**config.mk**
```make
export PLATFORM = sky130hd
export DESIGN_NAME = tga_rle_packet_decoder
export DESIGN_NICKNAME = d
export VERILOG_FILES = /design/src/rtl/trd_pkg.sv /design/src/rtl/tga_rle_packet_decoder.sv /design/src/rtl/trd_regs.sv
export SDC_FILE = /design/constraint.sdc
export NUM_CORES = 1
export LEC_CHECK = 0
export BUFFER_PORTS_ARGS = -buffer_cell sky130_fd_sc_hd__buf_2
export CORE_MARGIN = 3
export CORE_UTILIZATION = 55
export CTS_CLUSTER_DIAMETER = 80
export DETAILED_ROUTE_END_ITERATION = 8
export PLACE_DENSITY = 0.89
export SLEW_MARGIN = 25
export SYNTH_ARGS = -nofsm -noshare
export SYNTH_HDL_FRONTEND = slang
export SYNTH_HIERARCHICAL = 1
export SYNTH_SLANG_ARGS = --single-unit
```
**constraint.sdc**
```tcl
create_clock -name clk_i -period 7.3 [get_ports clk_i]
set_input_delay 1.46 -clock clk_i [delete_from_list [all_inputs] [get_ports clk_i]]
set_output_delay 1.46 -clock clk_i [all_outputs]
set_load 0.03 [all_outputs]
```
**src/rtl/trd_pkg.sv**
```systemverilog
// Shared types and constants of the Targa RLE packet decoder.
package trd_pkg;

  // Packet header codes and pixel size.
  localparam logic [7:0] RUN_MARK   = 8'd128;
  localparam logic [7:0] RUN_BIAS   = 8'd127;
  localparam logic [2:0] BGRA_BYTES = 3'd4;

  // Default width of the decoded pixel counter.
  localparam int unsigned COUNT_BITS_DEF = 24;

  // Configuration port geometry.
  localparam int unsigned ADDR_W  = 3;
  localparam int unsigned DATA_W  = 32;
  localparam int unsigned BPP_W   = 3;
  localparam int unsigned TOTAL_W = 24;

  // Reset values of the configuration registers.
  localparam logic [BPP_W-1:0]   BPP_RESET   = 3'd4;
  localparam logic [TOTAL_W-1:0] TOTAL_RESET = 24'd1;

  // Register index, taken from the word address.
  typedef enum logic {
    REG_BPP   = 1'b0,
    REG_TOTAL = 1'b1
  } reg_idx_e;

  // Configuration seen by the datapath.
  typedef struct packed {
    logic [BPP_W-1:0]   bytes_per_pixel;
    logic [TOTAL_W-1:0] pixel_total;
  } cfg_t;

  // One compressed byte.
  typedef struct packed {
    logic [7:0] data_byte;
    logic       frame_start;
  } pix_in_t;

  // One decoded colour with its repeat count.
  typedef struct packed {
    logic [7:0] blue;
    logic [7:0] green;
    logic [7:0] red;
    logic [7:0] alpha;
    logic [7:0] repeat_count;
    logic       image_done;
    logic       clipped;
  } pix_out_t;

endpackage

```
**src/rtl/tga_rle_packet_decoder.sv**
```systemverilog
// Top level of the Targa RLE packet decoder: input stage, packet decode and result register.
//
//  Channel  Direction  Handshake                 Payload
//  in       input      in_valid_i / in_stall_o   in_req_i  (pix_in_t)
//  out      output     out_valid_o / out_stall_i out_req_o (pix_out_t)
//  config   input      APB psel/penable/pwrite   paddr, pwdata, prdata
//
// One byte is taken per cycle while in_stall_o is low; a request waits in the input register
// and its result is written into the result register when the decode step fires.
// The decode step itself is a single pass: one COUNT_BITS-wide subtract, compare and add.
// Reset clears all decoding state and sets 4 bytes per pixel and a total of one pixel.
// A stalled result holds the input register only when that byte produces a result.
module tga_rle_packet_decoder import trd_pkg::*; #(
  parameter int unsigned COUNT_BITS = COUNT_BITS_DEF
) (
  input  logic              clk_i,
  input  logic              rst_ni,
  input  logic              in_valid_i,
  output logic              in_stall_o,
  input  pix_in_t           in_req_i,
  output logic              out_valid_o,
  input  logic              out_stall_i,
  output pix_out_t          out_req_o,
  input  logic              psel,
  input  logic              penable,
  input  logic              pwrite,
  input  logic [ADDR_W-1:0] paddr,
  input  logic [DATA_W-1:0] pwdata,
  output logic [DATA_W-1:0] prdata,
  output logic              pready
);

  localparam int unsigned TW = (COUNT_BITS > TOTAL_W) ? COUNT_BITS : TOTAL_W;

  cfg_t cfg;

  // Input stage.
  logic    s1_valid_q;
  pix_in_t s1_q;
  logic    in_accept;
  logic    exe_fire;

  // Decoding state.
  logic                  exp_q, exp_d;
  logic                  run_q, run_d;
  logic [7:0]            left_q, left_d;
  logic [1:0]            bip_q, bip_d;
  logic [7:0]            hb_q, hb_d, hg_q, hg_d, hr_q, hr_d;
  logic [COUNT_BITS-1:0] dec_q, dec_d;
  logic                  fin_q, fin_d;

  // Result register.
  logic     out_valid_q;
  pix_out_t out_q;
  pix_out_t res;
  logic     res_valid;
  logic     out_free;

  // Step intermediates.
  logic [TW-1:0]         total_ext, cmax_ext, total_tw;
  logic [COUNT_BITS-1:0] total, remaining, cand_ext;
  logic [1:0]            last_pos;
  logic [7:0]            cand, emitted;
  logic                  done;

  trd_regs u_regs (
    .clk_i   (clk_i),
    .rst_ni  (rst_ni),
    .psel    (psel),
    .penable (penable),
    .pwrite  (pwrite),
    .paddr   (paddr),
    .pwdata  (pwdata),
    .prdata  (prdata),
    .pready  (pready),
    .cfg_o   (cfg)
  );

  // Handshake: the held byte moves on unless it has a result and the output is full and stalled.
  assign out_free   = !out_valid_q || !out_stall_i;
  assign exe_fire   = s1_valid_q && (!res_valid || out_free);
  assign in_stall_o = s1_valid_q && !exe_fire;
  assign in_accept  = in_valid_i && !in_stall_o;

  // Effective total, limited to what the counter can hold.
  assign total_ext = TW'(cfg.pixel_total);
  assign cmax_ext  = TW'({COUNT_BITS{1'b1}});
  assign total_tw  = (total_ext > cmax_ext) ? cmax_ext : total_ext;
  assign total     = total_tw[COUNT_BITS-1:0];
  assign last_pos  = (cfg.bytes_per_pixel == BGRA_BYTES) ? 2'd3 : 2'd2;

  // Packet decode for the byte in the input register.
  always_comb begin
    if (s1_q.frame_start) begin
      exp_d = 1'b1; run_d = 1'b0; left_d = '0; bip_d = '0;
      hb_d = '0; hg_d = '0; hr_d = '0; dec_d = '0; fin_d = 1'b0;
    end else begin
      exp_d = exp_q; run_d = run_q; left_d = left_q; bip_d = bip_q;
      hb_d = hb_q; hg_d = hg_q; hr_d = hr_q; dec_d = dec_q; fin_d = fin_q;
    end
    res_valid = 1'b0;
    res       = '0;
    remaining = total - dec_d;
    cand      = run_d ? left_d : 8'd1;
    cand_ext  = COUNT_BITS'(cand);
    emitted   = (cand_ext > remaining) ? remaining[7:0] : cand;
    done      = (COUNT_BITS'(emitted) == remaining);

    if (!fin_d) begin
      if (dec_d >= total) begin
        // Total already reached: stop and ignore the byte.
        fin_d  = 1'b1;
        exp_d  = 1'b1;
        left_d = '0;
        bip_d  = '0;
      end else if (exp_d) begin
        // Packet header.
        run_d  = (s1_q.data_byte >= RUN_MARK);
        left_d = (s1_q.data_byte >= RUN_MARK) ? (s1_q.data_byte - RUN_BIAS)
                                              : (s1_q.data_byte + 8'd1);
        exp_d  = 1'b0;
        bip_d  = '0;
      end else if (bip_d < last_pos) begin
        // Colour byte inside a pixel.
        case (bip_d)
          2'd0:    hb_d = s1_q.data_byte;
          2'd1:    hg_d = s1_q.data_byte;
          default: hr_d = s1_q.data_byte;
        endcase
        bip_d = bip_d + 2'd1;
      end else begin
        // Last byte of the pixel: issue the colour and its count.
        if (last_pos == 2'd2 && bip_d == 2'd2) begin
          hr_d = s1_q.data_byte;
        end
        res_valid        = 1'b1;
        res.blue         = hb_d;
        res.green        = hg_d;
        res.red          = hr_d;
        res.alpha        = (last_pos == 2'd3) ? s1_q.data_byte : 8'd0;
        res.repeat_count = emitted;
        res.image_done   = done;
        res.clipped      = done && (run_d ? (left_d != emitted) : (left_d != 8'd1));
        dec_d  = dec_d + COUNT_BITS'(emitted);
        bip_d  = '0;
        left_d = run_d ? 8'd0 : (left_d - 8'd1);
        if (left_d == 8'd0) begin
          exp_d = 1'b1;
        end
        if (done) begin
          fin_d  = 1'b1;
          exp_d  = 1'b1;
          left_d = '0;
        end
      end
    end
  end

  // Control and state registers.
  always_ff @(posedge clk_i or negedge rst_ni) begin
    if (!rst_ni) begin
      s1_valid_q  <= 1'b0;
      out_valid_q <= 1'b0;
      exp_q  <= 1'b1;
      run_q  <= 1'b0;
      left_q <= '0;
      bip_q  <= '0;
      hb_q   <= '0;
      hg_q   <= '0;
      hr_q   <= '0;
      dec_q  <= '0;
      fin_q  <= 1'b0;
    end else begin
      if (in_accept) begin
        s1_valid_q <= 1'b1;
      end else if (exe_fire) begin
        s1_valid_q <= 1'b0;
      end
      if (exe_fire && res_valid) begin
        out_valid_q <= 1'b1;
      end else if (!out_stall_i) begin
        out_valid_q <= 1'b0;
      end
      if (exe_fire) begin
        exp_q  <= exp_d;
        run_q  <= run_d;
        left_q <= left_d;
        bip_q  <= bip_d;
        hb_q   <= hb_d;
        hg_q   <= hg_d;
        hr_q   <= hr_d;
        dec_q  <= dec_d;
        fin_q  <= fin_d;
      end
    end
  end

  // Payload registers.
  always_ff @(posedge clk_i) begin
    if (in_accept) begin
      s1_q <= in_req_i;
    end
    if (exe_fire && res_valid) begin
      out_q <= res;
    end
  end

  assign out_valid_o = out_valid_q;
  assign out_req_o   = out_q;

`ifndef SYNTHESIS
  a_count_nonzero: assert property (@(posedge clk_i) disable iff (!rst_ni)
    out_valid_o |-> out_req_o.repeat_count != 8'd0)
    else $error("result with zero repeat count");

  a_clip_done: assert property (@(posedge clk_i) disable iff (!rst_ni)
    out_valid_o && out_req_o.clipped |-> out_req_o.image_done)
    else $error("clipped result without image end");

  a_quiet_after_end: assert property (@(posedge clk_i) disable iff (!rst_ni)
    s1_valid_q && fin_q && !s1_q.frame_start |-> !res_valid)
    else $error("result after image end");

  a_end_sets_finished: assert property (@(posedge clk_i) disable iff (!rst_ni)
    exe_fire && res_valid && res.image_done |=> fin_q)
    else $error("image end not recorded");

  a_packet_nonempty: assert property (@(posedge clk_i) disable iff (!rst_ni)
    !exp_q |-> left_q != 8'd0)
    else $error("open packet with no pixels left");
`endif

endmodule

```
**src/rtl/trd_regs.sv**
```systemverilog
// Configuration register file of the Targa RLE packet decoder on an APB-style port.
module trd_regs import trd_pkg::*; (
  input  logic              clk_i,
  input  logic              rst_ni,
  input  logic              psel,
  input  logic              penable,
  input  logic              pwrite,
  input  logic [ADDR_W-1:0] paddr,
  input  logic [DATA_W-1:0] pwdata,
  output logic [DATA_W-1:0] prdata,
  output logic              pready,
  output cfg_t              cfg_o
);

  logic [BPP_W-1:0]   bpp_q, bpp_d;
  logic [TOTAL_W-1:0] total_q, total_d;
  reg_idx_e           idx;
  logic               wr_en;

  // Registers sit on 32-bit words, so bit 2 picks the register.
  assign idx    = reg_idx_e'(paddr[ADDR_W-1]);
  assign wr_en  = psel && penable && pwrite;
  assign pready = 1'b1;

  // Write decode.
  always_comb begin
    bpp_d   = bpp_q;
    total_d = total_q;
    if (wr_en) begin
      unique case (idx)
        REG_BPP:   bpp_d   = pwdata[BPP_W-1:0];
        REG_TOTAL: total_d = pwdata[TOTAL_W-1:0];
        default:   bpp_d   = bpp_q;
      endcase
    end
  end

  always_ff @(posedge clk_i or negedge rst_ni) begin
    if (!rst_ni) begin
      bpp_q   <= BPP_RESET;
      total_q <= TOTAL_RESET;
    end else begin
      bpp_q   <= bpp_d;
      total_q <= total_d;
    end
  end

  // Read decode.
  always_comb begin
    unique case (idx)
      REG_BPP:   prdata = DATA_W'(bpp_q);
      REG_TOTAL: prdata = DATA_W'(total_q);
      default:   prdata = '0;
    endcase
  end

  assign cfg_o.bytes_per_pixel = bpp_q;
  assign cfg_o.pixel_total     = total_q;

endmodule

```
# After elaboration in Yosys (flattened, before gate mapping)
# Cells that the tools add are included.
# word_totals
reg_bits	141
input_bits	51
out_inout_bits	77
elab_cells	135
# op_classes
add_sub_neg	6
magnitude_cmp	5
eq_ne	9
muxes	68
bitwise	2
reduce_logical	23
# ops
operator	n
8-bit two-way mux	29
24-bit two-way mux	6
32-bit case mux with 2 select lines	1
1-bit two-way mux	27
24-bit by 8-bit adder with 24-bit output	1
8-bit by 24-bit equality test with 1-bit output	1
24-bit >= comparator	1
24-bit > comparator, second input constant	1
8-bit by 24-bit > comparator with 1-bit output	1
24-bit subtractor	1
2-bit two-way mux	5
8-bit by 1-bit adder with 8-bit output, second input constant	1
8-bit >= comparator, second input constant	1
1-bit logical AND	8
8-bit logical NOT	1
8-bit by 1-bit != test with 1-bit output, second input constant	1
8-bit != test	1
8-bit by 1-bit subtractor with 8-bit output, second input constant	1
8-bit by 7-bit subtractor with 8-bit output, second input constant	1
2-bit equality test, second input constant	3
1-bit logical NOT	5
5-bit OR reduction	1
2-bit AND reduction	2
4-bit OR reduction	1
10 further kinds	12

# Longest topological paths before layout
# depth
word_depth	15
ltp_mapped	33
depth_no_buf	29

# Cells and area by module
# Netlist, hierarchy kept.
# by_module_without_submodules
mod	n_inst	cells_per_inst	area_each_um2	seq_area_each_um2
tga_rle_packet_decoder	1	883	7792.5	3109.2
trd_regs	1	96	1365.1	678.2

# Worst setup path after synthesis
# No wires, ideal clock.
# synth_timing
kind	register -> register
startpoint	reg s1_q[0] (netlist name)
endpoint	reg dec_q[21]
setup_time_ns	0.080
t_arrival_ns	6.435
required_time_ns	7.220
slack_ns	0.785
path_stages_with_launch	31
n_path_buf	7
period_less_slack_ns	6.515
cell_sequence	edfxtp_1 -> clkbuf_1 -> inv_1 -> clkbuf_1 -> clkbuf_1 -> clkbuf_1 -> buf_1 -> nand2_1 -> ha_1 -> buf_6 -> a21o_1 -> a31oi_1 -> o21ai_1 -> a2111oi_2 -> o211ai_1 -> or4_4 -> nor4_4 -> nand4_2 -> clkbuf_1 -> o21ai_0 -> nand2_1 -> ha_1 -> a21oi_1 -> o21ai_0 -> a21oi_1 -> o21ai_0 -> o211ai_1 -> nor4b_1 -> nand2_1 -> nor3_1 -> xnor2_1
# synth_between
elab_chain_len	9
word_cells_on_any_way	24
cone_classes	add/sub: 2; order compare: 3; mux: 16; reduce/logical: 3
# synth_lines
element	line_no	source
start: declaration	tga_rle_packet_decoder.sv:39	pix_in_t s1_q;
start signal: assignment	tga_rle_packet_decoder.sv:201	s1_q <= in_req_i;
24-bit two-way mux (tied with other cells)	tga_rle_packet_decoder.sv:94	if (s1_q.frame_start) begin
24-bit subtractor or 8-bit two-way mux (tied branches)	tga_rle_packet_decoder.sv:103, tga_rle_packet_decoder.sv:104	
8-bit by 24-bit > comparator with 1-bit output	tga_rle_packet_decoder.sv:106	emitted = (cand_ext > remaining) ? remaining[7:0] : cand;
8-bit two-way mux (*)	tga_rle_packet_decoder.sv:106	
via emitted[2]	tga_rle_packet_decoder.sv:63	logic [7:0] cand, emitted;
24-bit by 8-bit adder with 24-bit output (*)	tga_rle_packet_decoder.sv:144	dec_d = dec_d + COUNT_BITS'(emitted);
24-bit two-way mux (*)	tga_rle_packet_decoder.sv:123	end else if (bip_d < last_pos) begin
24-bit two-way mux (*)	tga_rle_packet_decoder.sv:116	end else if (exp_d) begin
24-bit two-way mux (*)	tga_rle_packet_decoder.sv:110	if (dec_d >= total) begin
24-bit two-way mux (*)	tga_rle_packet_decoder.sv:109	if (!fin_d) begin
end signal: assignment	tga_rle_packet_decoder.sv:171	dec_q <= '0;
end signal: assignment	tga_rle_packet_decoder.sv:192	dec_q <= dec_d;
end: declaration	tga_rle_packet_decoder.sv:49	logic [COUNT_BITS-1:0] dec_q, dec_d;
# The timed path passes the listed nets; every way through them passes the cells marked *.
# A chain may end at the register's enable or synchronous reset.

# Worst setup path after layout
# layout_timing
startpoint	reg s1_q[0] (netlist name)
endpoint	reg dec_q[8]
# Same word-level chain as after synthesis.

==> flow_summary.toml <==
[worst_setup_path]
r2r_start = "s1_q[0]$_DFFE_PP_"
cp_common_cell = "o21ai_0"
timing.rr.end = "dec_q[8]$_DFFE_PN0P_"
crit_arrival_ps = 7210
regToRegSetupSlack_ps = 430
crit_slowest_cell = "or4_4"
startpoint_type = "register"
end_kind = "register"
critical_path.max_fanout = 27
cp_slowest_stage_delay_ps = 580
critical_path_class = "reg -> reg"
cp.required_ps = 7640
worstRegToRegCells = 26

[synthesis]
yosys_register_bits = 141
yosysTopAreaCell = "dfrtp_1"
yosysSeqAreaShare_pct = 41.36
yosysUniqueCellTypes = 78
synthTopCellsByArea = "dfrtp_1 24%, edfxtp_1 17%, ha_1 6.4%"
ys.flop_type = "dfrtp_1"
synth_most_common_cell = "nand2_1"
post_synth_inst_count = 979
synth_top_cell_area_share_pct = 23.77
syn_area_um2 = 9158
avgSynthCellArea_um2 = 9.354
postSynth.asyncResetShare_pct = 63.83
ys_warn_count = 6
synth-edff-count = 51
synthTopCellsByCount = "122 x nand2_1, 87 x dfrtp_1, 58 x a21oi_1, 58 x o21ai_0, 54 x clkbuf_1"

[grt]
gr-usage-all-layers_pct = 26.72
grt_pass1_wl_um = 38850
grt_overflow = 0
grt_pass1_vias = 7598
antenna_found_initial = 0
grt_max_degree = 70

[place]
io_buffer_count = 108
place.gp.congestion = 0.9489
detailed_place_hpwl_um = 16680

[power_and_ir_drop]
vdd_drop_max_mv = 0.2165
intPower_mw = 1.838
switchingPower_mw = 1.092
seq_power_share_pct = 34.5
pwr-share-comb_pct = 32.9
switching_share_pct = 37.27
leakagePower_nw = 4.713
power_density_nw_per_um2 = 282.1
power.share.clock_pct = 32.6
power.total_mw = 2.930

[die]
die_w_um = 135.0
start_util_pct = 56.82
ios = 128
design.core.area_um2 = 16120
fp.dieH_um = 135.0
row_count = 46
dieArea_um2 = 18230

[clock_network]
path_clk_slew_ps = 70
cts_root_buffer = "clkbuf_16"
cts_sinks = 141
cts_tree = "done"
insertion_delay_ps = 440
cts_buffers = 17
h-tree-depth = 4
cts_buffer_depth = 2
cts_hold_buf = 0

[timing]
slew_violations = 0
tightest_slew_ps = 960.7
finalHoldViolCount = 0
finalSetupViolations = 0
rsz0062_at_grt = "false"
finalClockSkew_ps = 9.799
relSlewSlack_pct = 35.85
finalCriticalPeriod_ps = 6868
finalCritPeriodShare_pct = 94.08
clock.fmax_mhz = 145.6
setup-tns-final_ps = 0

[hold_path]
hold_class = "reg -> reg"
hold_path_depth = 2
hold_end = "dec_q[6]$_DFFE_PN0P_"
hp-start = "dec_q[6]$_DFFE_PN0P_"

[routing]
via_per_inst = 6.081
vias = 7765
routed_wl_um = 23720
drt_iter0_markers = 732
antenna_left = 0
wire_per_inst_um = 18.57
drcViolationCount = 0
drt-pass1-iter-count = 5

[cells_and_area]
fin_nets = 1148
area_delta_synth_final_pct = 13.44
final_layout_size_suffix_gt1_share_pct = 19.89
diodes = 0

[outcome]
status = "completed"

[run]
drv_cap = 0
## layer usage
layer	vias up	share of wire [%]	track usage (%)
met4	0	2.7	10.30
li1	3625	-	-
met2	370	46	40.61
met5	-	0	0
met1	3696	43	37.12
met3	74	8.0	6.669
## cells in the final DEF (no fill, tap or decap), types with 4 or more instances in the layout
cell / Yosys / routed
nor2_1: 52 / 51
a21boi_0: 4 / 4
or2_2: 5 / 5
a21oi_1: 58 / 57
o21ai_0: 58 / 57
dfrtp_1: 87 / 87
o21a_1: 14 / 14
nor2b_1: 9 / 9
nand3_1: 30 / 30
xor2_1: 17 / 16
edfxtp_1: 51 / 51
a22o_1: 22 / 22
a21o_1: 10 / 10
inv_6: 0 / 6
and2_1: 48 / 48
mux2_4: 20 / 20
ha_1: 47 / 47
o21ai_1: 5 / 6
mux2_2: 13 / 13
buf_4: 10 / 15
a31oi_1: 7 / 7
o31ai_1: 7 / 7
buf_2: 4 / 107
o211ai_1: 8 / 8
nor3_1: 23 / 23
or3_1: 6 / 6
conb_1: 2 / 9
and3_1: 16 / 16
nand2_1: 122 / 122
clkbuf_16: 0 / 17
inv_8: 0 / 4
o22ai_1: 4 / 4
inv_1: 37 / 36
nand4_1: 14 / 14
xnor2_1: 26 / 26
a211oi_1: 4 / 4
o2111ai_1: 4 / 4
nand2b_1: 9 / 9
## sequential cells by signal (all words and copies together), names as in the netlist, 2 cells and up
register / flops
u_regs/total_q: 24
out_req_o: 42
s1_q: 9
left_q: 8
hr_q: 8
bip_q: 2
dec_q: 24
hb_q: 8
hg_q: 8
u_regs/bpp_q: 3
## cells by family after synthesis
| logic type | count (synthesis) | synth area share, % |
|---|---|---|
| xor gates and xnor gates | 44 | 4.372 |
| other | 2 | 0.08201 |
| and+or+nand+nor | 353 | 19.37 |
| buffers and inverters | 116 | 5.711 |
| DFF | 141 | 41.36 |
| adders and majority gates | 49 | 6.859 |
| muxes | 35 | 5.096 |
| AOI/OAI and AO/OA | 239 | 17.15 |
## power groups by stage
stage               clock, mW  combinational, mW  sequential (mW)
CTS                     0.962              0.940             1.01
finish                  0.956              0.964             1.01
global placement            0              0.912             1.02
floorplan                   0              0.782            0.951
global route             1.00               1.05             1.02
detailed placement          0              0.928             1.02
## how the worst max path moves through the flow
stage                      start                     to  slack [ps]  cells after the start
2_1_floorplan  s1_q[0]$_DFFE_PP_  dec_q[21]$_DFFE_PN0P_         780                     30
3_3_place_gp   s1_q[0]$_DFFE_PP_  dec_q[16]$_DFFE_PN0P_         530                     29
3_5_place_dp   s1_q[0]$_DFFE_PP_  dec_q[16]$_DFFE_PN0P_         390                     29
4_1_cts        s1_q[0]$_DFFE_PP_  dec_q[16]$_DFFE_PN0P_         310                     29
5_1_grt        s1_q[0]$_DFFE_PP_  dec_q[20]$_DFFE_PN0P_           8                     27
6_report       s1_q[0]$_DFFE_PP_   dec_q[8]$_DFFE_PN0P_         430                     26
## critical path: cells and delay by family (launching register included)
family | cells | cell delay [ps]
buffers and inverters | 3 | 390
adder cells (fa/ha/maj) | 3 | 970
AO/OA/AOI/OAI | 13 | 2980
AND/OR/NAND/NOR | 7 | 1990
flip-flops | 1 | 430
## layout make-up
class	count	area, um2
inverters	37	142.6
flip-flops and latches	141	3787
repair buffers	122	648.1
fillers	1254	5727
multi-input cells	729	4895
well taps	216	270.3
clock buffers	17	425.4
clock inverters	15	220.2
## repair_timing
action | CTS | global route
endpoints found under the setup margin | 0 | 8
buffers inserted | 0 | 2
resized for setup | 0 | 5
## stage by stage
step / utilization, % / area [um2] / hold slack, ps / setup WS [ps] / std cells
6_report: 64.46 / 10390 / 486.1 / 432.5 / 1277
5_1_grt: 64.46 / 10390 / 515.3 / 8.345 / 1277
4_1_cts: 64.26 / 10360 / 488.3 / 306.5 / 1275
3_5_place_dp: 60.26 / 9711 / 472.6 / 394.4 / 1243
3_3_place_gp: 60.26 / 9711 / 463.4 / 526.2 / 1243
2_1_floorplan: - / 9184 / 448.9 / 784.7 / 986
No activity file was read; power rests on OpenSTA's default activity.
